## src/sv/svh_pkg.sv

```systemverilog
// ----------------------------------------------------------------------------
// svh_pkg
// Shared types and constants for the sorted value histogram unit.
// ----------------------------------------------------------------------------
package svh_pkg;

    localparam int CNT_BITS = 6;

    typedef enum logic [1:0] {
        ST_LOAD  = 2'b01,
        ST_DRAIN = 2'b10
    } state_t;

    typedef struct packed {
        logic insert;
        logic shift;
        logic hit;
    } cell_ctrl_t;

endpackage

```

## src/sv/svh_cell.sv

```systemverilog
// ----------------------------------------------------------------------------
// svh_cell
// One cell of the sorted insertion chain: holds a distinct value, its count
// and a used mark; shifts right on insertion and left while draining.
// ----------------------------------------------------------------------------
module svh_cell import svh_pkg::*; #(
    parameter int VALUE_BITS = 16
) (
    input  logic                         aclk,
    input  logic                         aresetn,
    input  cell_ctrl_t                   ctrl,
    input  logic signed [VALUE_BITS-1:0] new_val,
    input  logic                         left_lt,
    input  logic signed [VALUE_BITS-1:0] left_val,
    input  logic [CNT_BITS-1:0]          left_cnt,
    input  logic                         left_used,
    input  logic signed [VALUE_BITS-1:0] right_val,
    input  logic [CNT_BITS-1:0]          right_cnt,
    input  logic                         right_used,
    output logic signed [VALUE_BITS-1:0] val,
    output logic [CNT_BITS-1:0]          cnt,
    output logic                         used,
    output logic                         lt,
    output logic                         eq
);

    logic signed [VALUE_BITS-1:0] val_reg, val_next;
    logic [CNT_BITS-1:0]          cnt_reg, cnt_next;
    logic                         used_reg, used_next;

    assign lt   = used_reg && (val_reg < new_val);
    assign eq   = used_reg && (val_reg == new_val);
    assign val  = val_reg;
    assign cnt  = cnt_reg;
    assign used = used_reg;

    always_comb begin
        val_next  = val_reg;
        cnt_next  = cnt_reg;
        used_next = used_reg;
        if (ctrl.insert) begin
            if (ctrl.hit) begin
                if (eq) begin
                    cnt_next = cnt_reg + CNT_BITS'(1);
                end
            end else if (!lt) begin
                if (left_lt) begin
                    val_next  = new_val;
                    cnt_next  = CNT_BITS'(1);
                    used_next = 1'b1;
                end else begin
                    val_next  = left_val;
                    cnt_next  = left_cnt;
                    used_next = left_used;
                end
            end
        end else if (ctrl.shift) begin
            val_next  = right_val;
            cnt_next  = right_cnt;
            used_next = right_used;
        end
    end

    always_ff @(posedge aclk) begin
        val_reg <= val_next;
        cnt_reg <= cnt_next;
        if (!aresetn) begin
            used_reg <= 1'b0;
        end else begin
            used_reg <= used_next;
        end
    end

endmodule

```

## src/sv/sorted_value_histogram_unit.sv

```systemverilog
// ----------------------------------------------------------------------------
// sorted_value_histogram_unit
// Histogram of a signed list by sorted insertion and run-length count.
// ----------------------------------------------------------------------------
// List elements are taken one per cycle into a row of MAX_ITEMS cells that
// keeps distinct values in ascending order with their counts. A transfer
// with the final mark starts the drain: the row shifts toward cell 0 by one
// cell per output transfer, so a list with n distinct values yields n pairs,
// and the input stays stalled until the
// last pair has been loaded into the output register. Elements beyond
// MAX_ITEMS are discarded and flag every pair of that list as dropped.
module sorted_value_histogram_unit import svh_pkg::*; #(
    parameter int MAX_ITEMS  = 32,
    parameter int VALUE_BITS = 16
) (
    input  logic                         aclk,
    input  logic                         aresetn,
    input  logic                         s_valid,
    output logic                         s_ready,
    input  logic signed [VALUE_BITS-1:0] s_value,
    input  logic                         s_final_element,
    output logic                         m_valid,
    input  logic                         m_ready,
    output logic signed [VALUE_BITS-1:0] m_value_res,
    output logic [CNT_BITS-1:0]          m_occurrences,
    output logic                         m_last_pair,
    output logic                         m_dropped
);

    localparam int SEEN_BITS = $clog2(MAX_ITEMS + 1);

    state_t                       state_reg, state_next;
    logic [SEEN_BITS-1:0]         seen_reg, seen_next;
    logic                         ovf_reg, ovf_next;
    logic                         m_valid_reg, m_valid_next;
    logic signed [VALUE_BITS-1:0] m_val_reg;
    logic [CNT_BITS-1:0]          m_cnt_reg;
    logic                         m_last_reg, m_drop_reg;

    logic signed [VALUE_BITS-1:0] cell_val [MAX_ITEMS];
    logic [CNT_BITS-1:0]          cell_cnt [MAX_ITEMS];
    logic [MAX_ITEMS-1:0]         cell_used, cell_lt, cell_eq;

    cell_ctrl_t ctrl;
    logic       in_xfer, room, out_free, emit;

    assign s_ready  = (state_reg == ST_LOAD);
    assign in_xfer  = s_valid && s_ready;
    assign room     = (seen_reg < SEEN_BITS'(MAX_ITEMS));
    assign out_free = !m_valid_reg || m_ready;
    assign emit     = (state_reg == ST_DRAIN) && out_free;

    assign ctrl.insert = in_xfer && room;
    assign ctrl.shift  = emit;
    assign ctrl.hit    = |cell_eq;

    for (genvar i = 0; i < MAX_ITEMS; i++) begin : g_cell
        logic                         l_lt, l_used, r_used;
        logic signed [VALUE_BITS-1:0] l_val, r_val;
        logic [CNT_BITS-1:0]          l_cnt, r_cnt;

        if (i == 0) begin : g_first
            assign l_lt   = 1'b1;
            assign l_val  = '0;
            assign l_cnt  = '0;
            assign l_used = 1'b0;
        end else begin : g_mid
            assign l_lt   = cell_lt[i-1];
            assign l_val  = cell_val[i-1];
            assign l_cnt  = cell_cnt[i-1];
            assign l_used = cell_used[i-1];
        end

        if (i == MAX_ITEMS - 1) begin : g_last
            assign r_val  = '0;
            assign r_cnt  = '0;
            assign r_used = 1'b0;
        end else begin : g_inner
            assign r_val  = cell_val[i+1];
            assign r_cnt  = cell_cnt[i+1];
            assign r_used = cell_used[i+1];
        end

        svh_cell #(
            .VALUE_BITS(VALUE_BITS)
        ) u_cell (
            .aclk      (aclk),
            .aresetn   (aresetn),
            .ctrl      (ctrl),
            .new_val   (s_value),
            .left_lt   (l_lt),
            .left_val  (l_val),
            .left_cnt  (l_cnt),
            .left_used (l_used),
            .right_val (r_val),
            .right_cnt (r_cnt),
            .right_used(r_used),
            .val       (cell_val[i]),
            .cnt       (cell_cnt[i]),
            .used      (cell_used[i]),
            .lt        (cell_lt[i]),
            .eq        (cell_eq[i])
        );
    end

    always_comb begin
        state_next   = state_reg;
        seen_next    = seen_reg;
        ovf_next     = ovf_reg;
        m_valid_next = m_valid_reg;
        if (m_ready) begin
            m_valid_next = 1'b0;
        end
        unique case (state_reg)
            ST_LOAD: begin
                if (in_xfer) begin
                    if (room) begin
                        seen_next = seen_reg + SEEN_BITS'(1);
                    end else begin
                        ovf_next = 1'b1;
                    end
                    if (s_final_element) begin
                        state_next = ST_DRAIN;
                    end
                end
            end
            ST_DRAIN: begin
                if (emit) begin
                    m_valid_next = 1'b1;
                    if (!cell_used[1]) begin
                        state_next = ST_LOAD;
                        seen_next  = '0;
                        ovf_next   = 1'b0;
                    end
                end
            end
            default: begin
                state_next = ST_LOAD;
            end
        endcase
    end

    always_ff @(posedge aclk) begin
        if (emit) begin
            m_val_reg  <= cell_val[0];
            m_cnt_reg  <= cell_cnt[0];
            m_last_reg <= !cell_used[1];
            m_drop_reg <= ovf_reg;
        end
        if (!aresetn) begin
            state_reg   <= ST_LOAD;
            seen_reg    <= '0;
            ovf_reg     <= 1'b0;
            m_valid_reg <= 1'b0;
        end else begin
            state_reg   <= state_next;
            seen_reg    <= seen_next;
            ovf_reg     <= ovf_next;
            m_valid_reg <= m_valid_next;
        end
    end

    assign m_valid       = m_valid_reg;
    assign m_value_res   = m_val_reg;
    assign m_occurrences = m_cnt_reg;
    assign m_last_pair   = m_last_reg;
    assign m_dropped     = m_drop_reg;

endmodule

```

## config.mk

```make
export PLATFORM = sky130hd
export DESIGN_NAME = sorted_value_histogram_unit
export DESIGN_NICKNAME = d
export VERILOG_FILES = /design/src/sv/svh_pkg.sv /design/src/sv/svh_cell.sv /design/src/sv/sorted_value_histogram_unit.sv
export SDC_FILE = /design/constraint.sdc
export NUM_CORES = 2
export LEC_CHECK = 0
export ABC_AREA = 0
export BUFFER_PORTS_ARGS = -buffer_cell sky130_fd_sc_hd__buf_2
export CAP_MARGIN = 30
export CORE_UTILIZATION = 30
export DETAILED_ROUTE_END_ITERATION = 12
export SYNTH_ARGS = -nofsm -noshare
export SYNTH_HDL_FRONTEND = slang
export SYNTH_SLANG_ARGS = --single-unit
```

## constraint.sdc

```tcl
create_clock -name aclk -period 5.4 [get_ports aclk]
set_input_delay 0.81 -clock aclk [delete_from_list [all_inputs] [get_ports aclk]]
set_output_delay 0.81 -clock aclk [all_outputs]
set_load 0.05 [all_outputs]
```

==> impl_metrics.ini <==
[outcome]
run_status = finished with violations
violations = design-rule violations

[critical_path]
path_cells = buf_2 -> inv_2 -> buf_4 -> ha_1 -> and4_1 -> nand2_1 -> nor4_1 -> buf_4 -> or4_1 -> nor4_4 -> and2_4 -> nand2_1 -> a31oi_1
crit_required_ns = 5.72
cp-start-kind = primary input
crit_type = primary input to flip-flop
cpLargestDelayFamily = simple AND/OR/NAND/NOR gates
crit_fanout = 23
slowest_delay_ns = 0.57
worstSetupEndpointType = flip-flop
arrival_ns = 4.81
path_buf_inv = 4
worst_path_max_delay_cell = or4_1

[clock_tree]
ctsResizeCount = 0
root_buffer = clkbuf_16
clk_pin_slew_ns = 0.06
cts_num_sinks = 770
cts_max_level = 3
cts_buffers = 90
worst_skew_pair.late_latency_ns = 0.73
cts_tree = yes
clk_path_buf_depth = 3
postCtsHoldBufs = 0
cts_setup_buffers = 0

[finish]
fin_nets = 6139
fin_cells = 7989
fin_area_sq_um = 60350
post_route_cells_drive_above_1_share_pct = 8.378
area_delta_synth_final_pct = 13.16
largest_reg_flops = 512

[synthesis]
syn_nets = 6146
synth_largest_area_cell = edfxtp_1
synth.distinct_cells = 73
synth.area.mux_share_pct = 7.758
ys_ff_latch = 770
yosys.area_share.adder_pct = 12.79
synth_top_cell_area_share_pct = 40.99
synth-compound-area-share_pct = 15.19
async_flop_share_pct = 0
avgSynthCellArea_sq_um = 9.558
netlist_instances = 5580
synth_top_family_by_area = simple AND/OR/NAND/NOR gates
synth_edf_count = 728
synth_flop_cell = edfxtp_1
yosys_warnings = 0
synth_area_sq_um = 53330
yosys.area_share.simple_pct = 15.78
synth_seq_area_share_pct = 42.57
synth_area_leaders = edfxtp_1 41%, ha_1 13%, mux2i_1 7.7%, o21ai_0 5.6%, nand2_1 5.5%
synthXorXnorAreaFrac_pct = 2.151

[pwr]
combPwrFrac_pct = 21.0
p_leak_nw = 23.06
switching_share_pct = 31.44
power_frac_seq_pct = 44.6
p_sw_mw = 5.751
power_density_nw_per_um2 = 303.1
internal_power_mw = 12.54
power.share.clock_pct = 34.3
ir_drop_v = 0.0002574

[timing]
post-route-min-period_ns = 4.490
fin_skew_ns = 0.04923
whs_ns = 0.4382
max_freq_mhz = 222.7
fin_crit_sh_pct = 83.15
worst_pin_slew_ns = 1.170
slew_viol_final = 0
finalHoldViolCount = 0
tns_ns = 0
layout_setup_ws_ns = 0.9100
rsz0062_at_grt = false
slew_headroom_pct = 22.00
setup_viol = 0

[placed_design]
post_dp_cell_area_sq_um = 57370
dpl_worst_slack_ns = 0.2979
gp_congestion = 0.9073
io_buffer_count = 46
placed_cells = 7816
hpwl_microns = 126600

[min_path]
hp-class = primary input to flip-flop

[die]
die_w_microns = 423.6
start_util_pct = 30.25
fp.coreArea_sq_um = 176300
die_area_sq_um = 179500
rows = 154
die_h_microns = 423.6
pin_count = 47

[global_routing]
grt_usage_pct = 19.20
grt_pass1_vias = 43900
grt_pass1_wl_microns = 269100
grt_overflow = 0
grt_antenna_before_repair = 7
grt_max_degree = 248

[route]
routedWlPerCell_microns = 22.31
first_pass_iters = 10
wl_microns = 178200
vias = 44970
viasPerCell = 5.629
drc = 9
first_iter_violations = 4747
drtAntennaViolNets = 0

[job]
timing.max_cap.violations = 0
-- cells by family (layout without fill, tap and decap cells) --
kind of cell,count (synthesis),in the layout
DFF,770,770
adders and majority gates,545,545
xor gates and xnor gates,131,131
and+or+nand+nor,1822,1822
other,0,3
AOI/OAI and AO/OA,1379,1379
buffers and inverters,520,586
muxes,413,413
-- routing by layer --
| layer | part of all wire [%] | routed length [microns] | GRT usage (%) | vias up |
|---|---|---|---|---|
| li1 | - | - | - | 20760 |
| met1 | 44 | 78680 | 26.95 | 22090 |
| met2 | 44 | 79050 | 29.53 | 1753 |
| met3 | 7.8 | 13980 | 3.075 | 364 |
| met4 | 3.6 | 6487 | 7.034 | 6 |
| met5 | 0.024 | 43 | 0 | - |
-- layout make-up --
cell class,instances,area [sq um]
Clock buffer,114,2414
Inverter,150,563.0
Sequential cell,770,22700
Clock inverter,51,510.5
Antenna cell,3,7.507
Tap cell,2340,2928
Fill cell,17930,116000
Multi-Input combinational cell,4290,28870
Timing Repair Buffer,271,2356
-- synth_stat cells, types with 23 or more instances --
library cell  count
a211oi_1         23
a21o_1           63
a21oi_1         275
a311oi_1         32
a31oi_1         162
and3_1           37
buf_1            39
buf_2            40
clkbuf_1        289
dfxtp_1          42
edfxtp_1        728
ha_1            545
inv_1           134
mux2i_1         410
nand2_1         783
nand3_1         196
nand3b_1         58
nand4_1         104
nor2_1          377
nor2b_1          39
nor3_1           40
nor4_1           40
o211ai_1         43
o21a_1           34
o21ai_0         596
or3_1            55
xnor2_1          95
xor2_1           36
-- cell usage in the layout (no fill, tap or decap), types with 32 or more instances in the layout --
master       n
a311oi_1    32
nand2_1    781
o21a_1      34
clkbuf_16   91
o211ai_1    43
nor3_1      40
buf_2       47
xor2_1      36
xnor2_1     95
or3_1       55
mux2i_1    410
nor4_1      37
nand3_1    195
edfxtp_1   728
a31oi_1    152
a21o_1      63
buf_4      182
dfxtp_1     42
o21ai_0    596
nand3b_1    58
a21oi_1    271
and3_1      37
nor2b_1     39
ha_1       545
inv_1      133
nand4_1    104
nor2_1     376
-- final timing paths --
| check | from | to | slack, ns | depth (start not counted) |
|---|---|---|---|---|
| worst max-delay path | s_value[6] | g_cell[14].u_cell.cnt[5] | 0.91 | 13 |
| worst min-delay path | m_ready | m_valid | 0.44 | 3 |
| worst max register to register | g_cell[8].u_cell.val[11] | g_cell[3].u_cell.cnt[5] | 1.18 | 11 |
| worst min register to register | g_cell[0].u_cell.val[1] | m_value_res[1] | 0.49 | 0 |
-- worst reg2reg max path: cells and delay by family, from the launching register on --
family | cells | cell delay [ns]
adders and majority gates | 1 | 0.36
and+or+nand+nor | 6 | 1.82
buffers and inverters | 2 | 0.54
DFF | 1 | 0.42
AOI/OAI and AO/OA | 2 | 0.76
-- power by group through the flow --
stage | clock, mW | sequential (mW) | combinational, mW
4_1_cts | 6.36 | 8.15 | 3.78
3_5_place_dp | 0 | 8.28 | 3.76
5_1_grt | 6.58 | 8.23 | 4.29
2_1_floorplan | 0 | 7.95 | 2.67
3_3_place_gp | 0 | 8.28 | 3.62
6_report | 6.28 | 8.17 | 3.84
-- per-stage QoR --
step | util [%] | power, mW
global placement | 32.45 | 11.90
CTS | 34.20 | 18.30
detailed placement | 32.54 | 12.04
global route | 34.23 | 19.10
finish | 34.23 | 18.29
floorplan | - | 10.62
Note: power is estimated with default switching activity, not from simulation.
